File: config.mk
export PLATFORM = sky130hd
export DESIGN_NAME = dual_cpu_sync_and_fifo_mailbox
export DESIGN_NICKNAME = d
export VERILOG_FILES = /design/src/rtl/core/dcsfm_pkg.sv /design/src/rtl/core/dual_cpu_sync_and_fifo_mailbox.sv
export SDC_FILE = /design/constraint.sdc
export NUM_CORES = 1
export LEC_CHECK = 0
export ABC_AREA = 1
export ABC_CLOCK_PERIOD_IN_PS = 9950
export BUFFER_PORTS_ARGS = -buffer_cell sky130_fd_sc_hd__buf_2
export CAP_MARGIN = 20
export CORE_MARGIN = 8
export CORE_UTILIZATION = 50
export CTS_CLUSTER_DIAMETER = 200
export DETAILED_ROUTE_END_ITERATION = 6
export GPL_TIMING_DRIVEN = 1
export PLACE_DENSITY = 0.62
export SKIP_CTS_REPAIR_TIMING = 1
export SKIP_LAST_GASP = 1
export SLEW_MARGIN = 40
export SYNTH_ARGS = -nofsm -noshare
export SYNTH_HDL_FRONTEND = slang
export SYNTH_SLANG_ARGS = --single-unit
File: constraint.sdc
create_clock -name i_clk -period 9.95 [get_ports i_clk]
set_input_delay 1.4925 -clock i_clk [delete_from_list [all_inputs] [get_ports i_clk]]
set_output_delay 1.4925 -clock i_clk [all_outputs]
set_load 0.05 [all_outputs]
File: src/rtl/core/dcsfm_pkg.sv
// dcsfm_pkg: operation codes, control-word masks and interrupt bit positions
// for the dual-cpu mailbox; no dependencies
`default_nettype none

package dcsfm_pkg;

    // bus operation codes
    localparam logic [2:0] OP_WR_SYNC = 3'd0;
    localparam logic [2:0] OP_WR_CTRL = 3'd1;
    localparam logic [2:0] OP_RD_SYNC = 3'd2;
    localparam logic [2:0] OP_RD_CTRL = 3'd3;
    localparam logic [2:0] OP_SEND    = 3'd4;
    localparam logic [2:0] OP_RECV    = 3'd5;

    // control word masks
    localparam logic [15:0] CTRL_KEEP_MASK  = 16'h0303;
    localparam logic [15:0] CTRL_WR_BLOCK   = 16'h430B;
    localparam logic [15:0] SYNC_OWN_MASK   = 16'hFFF0;

    // control word bit positions
    localparam int unsigned CB_SEND_EMPTY    = 0;
    localparam int unsigned CB_PARTNER_RECV  = 1;
    localparam int unsigned CB_SE_IRQ_EN     = 2;
    localparam int unsigned CB_SET_SE        = 3;
    localparam int unsigned CB_RECV_EMPTY    = 8;
    localparam int unsigned CB_RNE_IRQ_EN    = 10;
    localparam int unsigned SB_PARTNER_IRQ   = 14;

    // interrupt request vector
    typedef logic [2:0] t_irq;
    localparam int unsigned IRQ_SYNC       = 0;
    localparam int unsigned IRQ_SEND_EMPTY = 1;
    localparam int unsigned IRQ_RECV_NE    = 2;

endpackage

`default_nettype wire

File: src/rtl/core/dual_cpu_sync_and_fifo_mailbox.sv
// dual_cpu_sync_and_fifo_mailbox: two-cpu mailbox with sync/control words and
// one receive fifo per side held in a single synchronous ram; uses dcsfm_pkg
//
//  channel | direction | handshake              | words
//  --------+-----------+------------------------+------------------------------
//  in      | to block  | i_in_valid / o_in_stall | i_side, i_op, i_wdata
//  out     | from block| o_out_valid / i_out_stall | o_rdata, o_irq_first, o_irq_second
//
// every access but a receive from a non-empty fifo loads the output register as
// it is taken; such a receive first waits in ST_READ for the registered fifo ram read.
// the result sits in an output register; a new word is taken when no receive waits
// in ST_READ and that register is empty or its result is drained in the same cycle.
// synchronous active-low reset clears all words, counts and pointers; fifo
// ram contents are left as they are and only read after being written.
`default_nettype none

module dual_cpu_sync_and_fifo_mailbox
    import dcsfm_pkg::*;
#(
    parameter int unsigned FIFO_DEPTH = 16
) (
    input  wire logic        i_clk,
    input  wire logic        i_rst_n,
    input  wire logic        i_in_valid,
    output logic             o_in_stall,
    input  wire logic        i_side,
    input  wire logic [2:0]  i_op,
    input  wire logic [31:0] i_wdata,
    output logic             o_out_valid,
    input  wire logic        i_out_stall,
    output logic [31:0]      o_rdata,
    output logic [2:0]       o_irq_first,
    output logic [2:0]       o_irq_second
);

    localparam int unsigned PW        = $clog2(FIFO_DEPTH);
    localparam int unsigned CW        = $clog2(FIFO_DEPTH + 1);
    localparam int unsigned MEM_WORDS = 2 * (1 << PW);

    localparam logic ST_IDLE = 1'b0;
    localparam logic ST_READ = 1'b1;

    // per-side state
    logic [15:0]   r_ctrl_first, r_ctrl_second, n_ctrl_first, n_ctrl_second;
    logic [15:0]   r_sync_first, r_sync_second, n_sync_first, n_sync_second;
    logic [CW-1:0] r_cnt_first, r_cnt_second, n_cnt_first, n_cnt_second;
    logic [PW-1:0] r_rd_first, r_rd_second, n_rd_first, n_rd_second;

    // sequencer and output register
    logic          r_state, n_state;
    logic          r_out_valid;
    logic [31:0]   r_rdata;
    t_irq          r_irq_first, r_irq_second;
    t_irq          r_pend_first, r_pend_second;

    // fifo ram
    logic [31:0]   r_mem [0:MEM_WORDS-1];
    logic [31:0]   r_mem_q;
    logic          mem_we, mem_re;
    logic [PW:0]   mem_waddr, mem_raddr;

    // own / partner views
    logic [15:0]   own_ctrl, part_ctrl, own_sync, part_sync;
    logic [15:0]   n_own_ctrl, n_part_ctrl, n_own_sync;
    logic [CW-1:0] own_cnt, part_cnt, n_own_cnt, n_part_cnt;
    logic [PW-1:0] own_rd, part_rd, n_own_rd;
    logic [PW:0]   wr_sum;
    logic [PW-1:0] wr_idx;
    logic [15:0]   ctrl_tmp;
    t_irq          irq_own, irq_part, irq_first, irq_second;
    logic [31:0]   res_rdata;
    logic          out_free, accept, read_pending;

    assign out_free   = !r_out_valid || !i_out_stall;
    assign o_in_stall = (r_state == ST_READ) || !out_free;
    assign accept     = i_in_valid && !o_in_stall;

    // side selection
    always_comb begin
        own_ctrl  = i_side ? r_ctrl_second : r_ctrl_first;
        part_ctrl = i_side ? r_ctrl_first  : r_ctrl_second;
        own_sync  = i_side ? r_sync_second : r_sync_first;
        part_sync = i_side ? r_sync_first  : r_sync_second;
        own_cnt   = i_side ? r_cnt_second  : r_cnt_first;
        part_cnt  = i_side ? r_cnt_first   : r_cnt_second;
        own_rd    = i_side ? r_rd_second   : r_rd_first;
        part_rd   = i_side ? r_rd_first    : r_rd_second;
    end

    // ring write slot in the partner fifo
    always_comb begin
        wr_sum = {1'b0, part_rd} + {1'b0, part_cnt[PW-1:0]};
        if (wr_sum >= (PW+1)'(FIFO_DEPTH)) begin
            wr_idx = PW'(wr_sum - (PW+1)'(FIFO_DEPTH));
        end else begin
            wr_idx = wr_sum[PW-1:0];
        end
    end

    // operation decode and state update
    always_comb begin
        n_own_ctrl   = own_ctrl;
        n_part_ctrl  = part_ctrl;
        n_own_sync   = own_sync;
        n_own_cnt    = own_cnt;
        n_part_cnt   = part_cnt;
        n_own_rd     = own_rd;
        ctrl_tmp     = own_ctrl;
        irq_own      = '0;
        irq_part     = '0;
        res_rdata    = '0;
        mem_we       = 1'b0;
        mem_re       = 1'b0;
        mem_waddr    = {~i_side, wr_idx};
        mem_raddr    = {i_side, own_rd};
        read_pending = 1'b0;
        case (i_op)
            OP_WR_SYNC: begin
                n_own_sync = i_wdata[15:0];
                irq_part[IRQ_SYNC] = i_wdata[SB_PARTNER_IRQ];
            end
            OP_WR_CTRL: begin
                if (i_wdata[CB_SET_SE]) begin
                    ctrl_tmp[CB_SEND_EMPTY] = 1'b1;
                end
                ctrl_tmp = (ctrl_tmp & CTRL_KEEP_MASK) | (i_wdata[15:0] & ~CTRL_WR_BLOCK);
                if (i_wdata[CB_SE_IRQ_EN] && own_cnt == '0) begin
                    ctrl_tmp[CB_SEND_EMPTY] = 1'b1;
                    irq_own[IRQ_SEND_EMPTY] = 1'b1;
                end
                n_own_ctrl = ctrl_tmp;
            end
            OP_RD_SYNC: begin
                res_rdata = {16'h0000, (own_sync & SYNC_OWN_MASK) | {12'h000, part_sync[11:8]}};
            end
            OP_RD_CTRL: begin
                res_rdata = {16'h0000, own_ctrl};
            end
            OP_SEND: begin
                if (part_cnt < CW'(FIFO_DEPTH)) begin
                    n_part_ctrl[CB_RECV_EMPTY] = 1'b0;
                    mem_we     = 1'b1;
                    n_part_cnt = part_cnt + CW'(1);
                    n_own_ctrl[CB_SEND_EMPTY] = 1'b0;
                    irq_part[IRQ_RECV_NE] = part_ctrl[CB_RNE_IRQ_EN];
                end
            end
            OP_RECV: begin
                if (own_cnt != '0) begin
                    mem_re       = 1'b1;
                    read_pending = 1'b1;
                    if (own_rd == PW'(FIFO_DEPTH - 1)) begin
                        n_own_rd = '0;
                    end else begin
                        n_own_rd = own_rd + PW'(1);
                    end
                    n_own_cnt = own_cnt - CW'(1);
                    if (own_cnt == CW'(1)) begin
                        n_own_ctrl[CB_RECV_EMPTY]  = 1'b1;
                        n_part_ctrl[CB_SEND_EMPTY] = 1'b1;
                        irq_own[IRQ_SEND_EMPTY]    = own_ctrl[CB_SE_IRQ_EN];
                    end
                    n_part_ctrl[CB_PARTNER_RECV] = 1'b0;
                end
            end
            default: begin
            end
        endcase
        // a gated access changes nothing
        if (!accept) begin
            mem_we       = 1'b0;
            mem_re       = 1'b0;
            read_pending = 1'b0;
        end
    end

    // map back to first / second
    always_comb begin
        irq_first     = i_side ? irq_part : irq_own;
        irq_second    = i_side ? irq_own  : irq_part;
        n_ctrl_first  = r_ctrl_first;
        n_ctrl_second = r_ctrl_second;
        n_sync_first  = r_sync_first;
        n_sync_second = r_sync_second;
        n_cnt_first   = r_cnt_first;
        n_cnt_second  = r_cnt_second;
        n_rd_first    = r_rd_first;
        n_rd_second   = r_rd_second;
        if (accept) begin
            if (i_side) begin
                n_ctrl_second = n_own_ctrl;
                n_ctrl_first  = n_part_ctrl;
                n_sync_second = n_own_sync;
                n_cnt_second  = n_own_cnt;
                n_cnt_first   = n_part_cnt;
                n_rd_second   = n_own_rd;
            end else begin
                n_ctrl_first  = n_own_ctrl;
                n_ctrl_second = n_part_ctrl;
                n_sync_first  = n_own_sync;
                n_cnt_first   = n_own_cnt;
                n_cnt_second  = n_part_cnt;
                n_rd_first    = n_own_rd;
            end
        end
    end

    // sequencer next state
    always_comb begin
        n_state = r_state;
        unique case (r_state)
            ST_IDLE: begin
                if (read_pending) begin
                    n_state = ST_READ;
                end
            end
            ST_READ: begin
                if (out_free) begin
                    n_state = ST_IDLE;
                end
            end
            default: begin
                n_state = ST_IDLE;
            end
        endcase
    end

    // fifo ram, one write and one registered read port
    always_ff @(posedge i_clk) begin
        if (mem_we) begin
            r_mem[mem_waddr] <= i_wdata;
        end
        if (mem_re) begin
            r_mem_q <= r_mem[mem_raddr];
        end
    end

    // control state
    always_ff @(posedge i_clk) begin
        if (!i_rst_n) begin
            r_ctrl_first  <= '0;
            r_ctrl_second <= '0;
            r_sync_first  <= '0;
            r_sync_second <= '0;
            r_cnt_first   <= '0;
            r_cnt_second  <= '0;
            r_rd_first    <= '0;
            r_rd_second   <= '0;
            r_state       <= ST_IDLE;
            r_out_valid   <= 1'b0;
        end else begin
            r_ctrl_first  <= n_ctrl_first;
            r_ctrl_second <= n_ctrl_second;
            r_sync_first  <= n_sync_first;
            r_sync_second <= n_sync_second;
            r_cnt_first   <= n_cnt_first;
            r_cnt_second  <= n_cnt_second;
            r_rd_first    <= n_rd_first;
            r_rd_second   <= n_rd_second;
            r_state       <= n_state;
            if (accept && !read_pending) begin
                r_out_valid <= 1'b1;
            end else if (r_state == ST_READ && out_free) begin
                r_out_valid <= 1'b1;
            end else if (!i_out_stall) begin
                r_out_valid <= 1'b0;
            end
        end
    end

    // result words and held irqs of a pending receive
    always_ff @(posedge i_clk) begin
        if (accept && !read_pending) begin
            r_rdata      <= res_rdata;
            r_irq_first  <= irq_first;
            r_irq_second <= irq_second;
        end else if (r_state == ST_READ && out_free) begin
            r_rdata      <= r_mem_q;
            r_irq_first  <= r_pend_first;
            r_irq_second <= r_pend_second;
        end
        if (read_pending) begin
            r_pend_first  <= irq_first;
            r_pend_second <= irq_second;
        end
    end

    assign o_out_valid  = r_out_valid;
    assign o_rdata      = r_rdata;
    assign o_irq_first  = r_irq_first;
    assign o_irq_second = r_irq_second;

endmodule

`default_nettype wire

Word-level counts from Yosys, hierarchy flattened. Memory sizes are Yosys's and may differ from the RTL's. A register that Yosys moved wholly into a read port is not among the register bits. Index checks and enable logic that the tools add are counted.

Add/sub/neg operators: 5. Order comparisons: 2. Equality and inequality tests: 8. Mux-type cells: 66. Bitwise operators: 4. Reduce and logical (&&, ||, !) cells: 17.

Operators by type and width (number): two-way mux 16 bit (6); two-way mux 32 bit (2); two-way mux 5 bit (8); case mux 16 bit (2 select lines) (1); two-way mux 1 bit (28); two-way mux 4 bit (6); two-way mux 3 bit (6); OR 10 x 16 -> 16 bit (1); OR 16 x 4 -> 16 bit (1); two-way mux 7 bit (2); two-way mux 12 bit (1); case mux 1 bit (2 select lines) (4); equality test 3 x 2 -> 1 bit (second input constant) (2); equality test 3 bit (second input constant) (2); adder 4 x 4 -> 5 bit (1); adder 5 x 1 -> 5 bit (second input constant) (1); equality test 5 x 1 -> 1 bit (second input constant) (1); >= comparator 5 bit (second input constant) (1); zero test 1 bit (5); zero test 5 bit (1); < comparator 5 bit (second input constant) (1); nonzero test 5 bit (1); subtractor 5 x 1 -> 5 bit (second input constant) (1); adder 4 x 1 -> 4 bit (second input constant) (1); other kinds (11) (18).

Register bits after elaboration: 128. Bits in writable memories: 1024. Input bits: 40. Output and inout bits: 40. Logic and storage cells: 118. Memories: 1.

Memory list: r_mem (words 32, width 32, read ports 1, clocked after memory_dff 1, write ports 1, line dual_cpu_sync_and_fifo_mailbox.sv:57) `logic [31:0] r_mem [0:MEM_WORDS-1];`.

Longest topological paths before layout.
Depth in word-level cells: 10. Depth in mapped cells: 15. Depth with buffers taken out: 13.

Least setup slack after synthesis. OpenSTA, ideal clock, no wires.

Path kind: input port to flip-flop. From: input port i_side. To: memory r_mem[16][0] (enable). Setup time: 0.421 ns. Data arrival time: 5.145 ns. Required time: 9.529 ns. Slack: 4.384 ns. Stages on the path: 12. Buffers on the path: 5. Cell sequence: buf_6 > buf_6 > buf_2 > buf_2 > clkbuf_1 > o21ai_0 > ha_1 > a21o_1 > a21oi_1 > xor2_2 > nand3_2 > nor2_1.

Longest elaborated chain between the ends: 7. Elaborated cells between the ends (all ways): 13. Classes of those cells: add/sub (2); order compare (2); mux (8); bitwise (1).

Ends and longest elaborated chain: from (decl) (line dual_cpu_sync_and_fifo_mailbox.sv:26) `input wire logic i_side,`; parallel branches: the longest is 7 deep, another holds adder 4 x 4 -> 5 bit; to (decl) (line dual_cpu_sync_and_fifo_mailbox.sv:57).

Several ways; the timed one is not identified.

Worst setup path after layout.
From: input port i_side. To: memory r_mem[24][0] (enable).

The elaborated chain is that of the path after synthesis.

==> impl_results.md <==
- Status: finished, final reports clean
- Input/output buffers: 79
- Syn nets: 5106
- DRC: 0
- Distinct cells, synth: 39
- Pin count of the biggest net entering global routing: 174
- CP startpoint: i_side
- Met2 usage: 0.383
- FF+latch count, synth: 1176
- Fill count: 8515
- Synth Cell Area: 0.0510 mm2
- Final net count: 5129
- Arrival time at the worst endpoint: 5.65 ns
- Layout cells sized above 1: 0.0753
- Crit path time final: 5.31 ns
- Area leader, netlist: edfxtp_1
- Clock transition at path regs: 0.06 ns
- Layout Skew: 0.0384 ns
- PwrDens: 189 mW/mm2
- First-pass GRT wire length: 206000 um
- Rows: 117
- Vias per inst: 5.26
- Yosys Warn Count: 0
- Avg Synthesized Cell Area: 10.1 um2
- HPWL after DPL: 77200 um
- Critical path fanouts, max: 51
- Worst Hold Class: register to register
- GRT overflow: 0
- Global routing usage on met3: 0.0323
- Drt initial violations: 3936
- Final total power: 10.8 mW
- Relative slew margins: 0.416
- Unrepaired setup endpoints after global routing: no
- RD Place Congestion: 0.827
- Die area: 0.112 mm2
- Initial antenna violation count: 6
- Worst path required time: 10.29 ns
- Slew @ Worst Pin: 0.876 ns
- H-tree levels: 3
- RR Startpoint: r_cnt_second[0]
- CTS tree: done
- Die Y-Extent: 335 um
- Final hold viol count: 0
- Register area: 0.0346 mm2
- Final setup violation count: 0
- Share of the synthesized area in the top cell type: 0.648
- DR WL/cell: 20.8 um
- Worst-Skew Late Latency: 0.72 ns
- Gate Count Post-Synth: 5058
- Fin Setup TNS: 0 ns
- CTS Buf Count: 121
- Max-Cap Viols: 0
- Multi-input gate area: 0.0126 mm2
- Sink Count: 1176
- Starting Density: 0.503
- Detailed Route WL: 137000 um
- P&R area growth vs syn: 11.9%
- Drt pass-1 iters: 6
- Tot GR Track Use: 0.240
- Fmax: 0.188 GHz
- Capturing element type of the critical path: register
- Main area contributors after synthesis: edfxtp_1 65%, nand2_1 13%, nand3_1 7.2%, inv_1 5.5%, dfxtp_1 3.0%
- Leak: 23.4 nW
- CTS root buf: clkbuf_16
- CTS max path bufs: 3
- Met1 GRT Util: 0.343
- Critical path class: primary input to register
- Vias in the first global route: 32.6k
- Sequential-to-total area share from yosys stat: 0.678
- Period utilization: 0.534
- Antenna Nets Post-Route: 0
- Top-Level Pins: 80
- Startpoint Class: primary input
- Grt peak-use layer: met2
- Max VDD drop: 0.154 mV
- Fin. max-slew vios: 0
- Area of the core: 0.101 mm2
- Hold_sp: r_ctrl_first[9]
- Routed via count: 34.4k
- Chip width: 335 um
-- metal layers --
metal	routed length [um]	vias up	part of all wire
li1	-	16490	-
met1	59200	16491	0.43
met2	62900	1283	0.46
met3	10800	184	0.079
met4	3730	0	0.027
met5	0	-	0
-- logic make-up after synthesis --
logic type	share of synthesized area
AO/OA/AOI/OAI	0.0216
XOR/XNOR	0.00152
adder cells (fa/ha/maj)	0.00211
buffers and inverters	0.0822
flip-flops	0.678
multiplexers	0.000393
AND/OR/NAND/NOR	0.215
-- stage by stage --
stage | hold WS [ns] | instance area (um2) | utilization | instances | setup WS, ns
after global routing | 0.454 | 57100 | 0.562 | 6550 | 4.43
final | 0.427 | 57100 | 0.562 | 6553 | 4.64
after global placement | 0.418 | 52500 | 0.517 | 6290 | 3.80
after CTS | 0.429 | 56900 | 0.561 | 6546 | 4.45
after floorplan | 0.406 | 51000 | - | 5058 | 4.38
after detailed placement | 0.420 | 53200 | 0.524 | 6322 | 3.73
-- registers in the layout, indices dropped and copies added (netlist names), 4 cells and up --
signal and count:
r_sync_first 12, r_mem 1024, o_rdata 32, r_cnt_first 5, r_ctrl_second 16, r_rd_second 4, r_rd_first 4, r_sync_second 12
r_cnt_second 5, r_ctrl_first 16, r_mem_q 32
-- layout make-up --
cell class	count	share of cell area
Clock buffer	164	0.0572
Tap cell	1368	0.0300
Multi-Input combinational cell	2868	0.220
Sequential cell	1176	0.606
Clock inverter	60	0.00805
Inverter	752	0.0498
Timing Repair Buffer	162	0.0292
Antenna cell	3	0.000132
-- layout by cell type (no fill, tap or decap), drive strengths merged, types with 2 or more instances in the layout --
cell type,Yosys,final
nand2,1810,1810
edfxtp,1100,1100
inv,750,751
nand3,739,739
clkbuf,69,165
buf,193,161
o21ai,102,102
nor2,89,89
a21oi,77,77
dfxtp,76,76
clkinv,2,57
o22ai,14,14
ha,7,7
nor3,6,6
nand4,4,4
a31oi,4,4
bufinv,0,4
diode,0,3
o21a,3,3
xnor2,3,3
mux2i,2,2
o211ai,2,2
o21bai,2,2
xor2,2,2
-- cells in the mapped netlist, drive strengths merged --
master	n
nand2	1810
edfxtp	1100
inv	750
nand3	739
buf	193
o21ai	102
nor2	89
a21oi	77
dfxtp	76
clkbuf	69
o22ai	14
ha	7
nor3	6
a31oi	4
nand4	4
o21a	3
xnor2	3
clkinv	2
mux2i	2
o211ai	2
o21bai	2
xor2	2
a21o	1
fa	1
-- final timing paths --
kind                      to  slack (ns)  depth (start not counted)
max             r_mem[24][0]        4.64                         13
max reg2reg     r_mem[24][0]        6.04                          8
min reg2reg  r_ctrl_first[9]        0.43                          2
min          r_ctrl_first[9]        0.43                          2
-- where the power goes --
group	internal, mW	total (mW)	switching (mW)
combinational	0.244	1.01	0.766
sequential	5.46	5.48	0.0189
clock	2.39	4.27	1.88
-- worst max-delay path: stages --
cell and delay [ns]:
buf_4 0.28, inv_2 0.27, buf_4 0.56, nand2_1 0.12, nand2_1 0.13, inv_1 0.10
ha_1 0.28, a21o_1 0.16, a21oi_1 0.37, xnor2_2 0.21, nand3_1 0.35, nor2_4 0.76
buf_4 0.48
(Power assumes the default switching activity.)
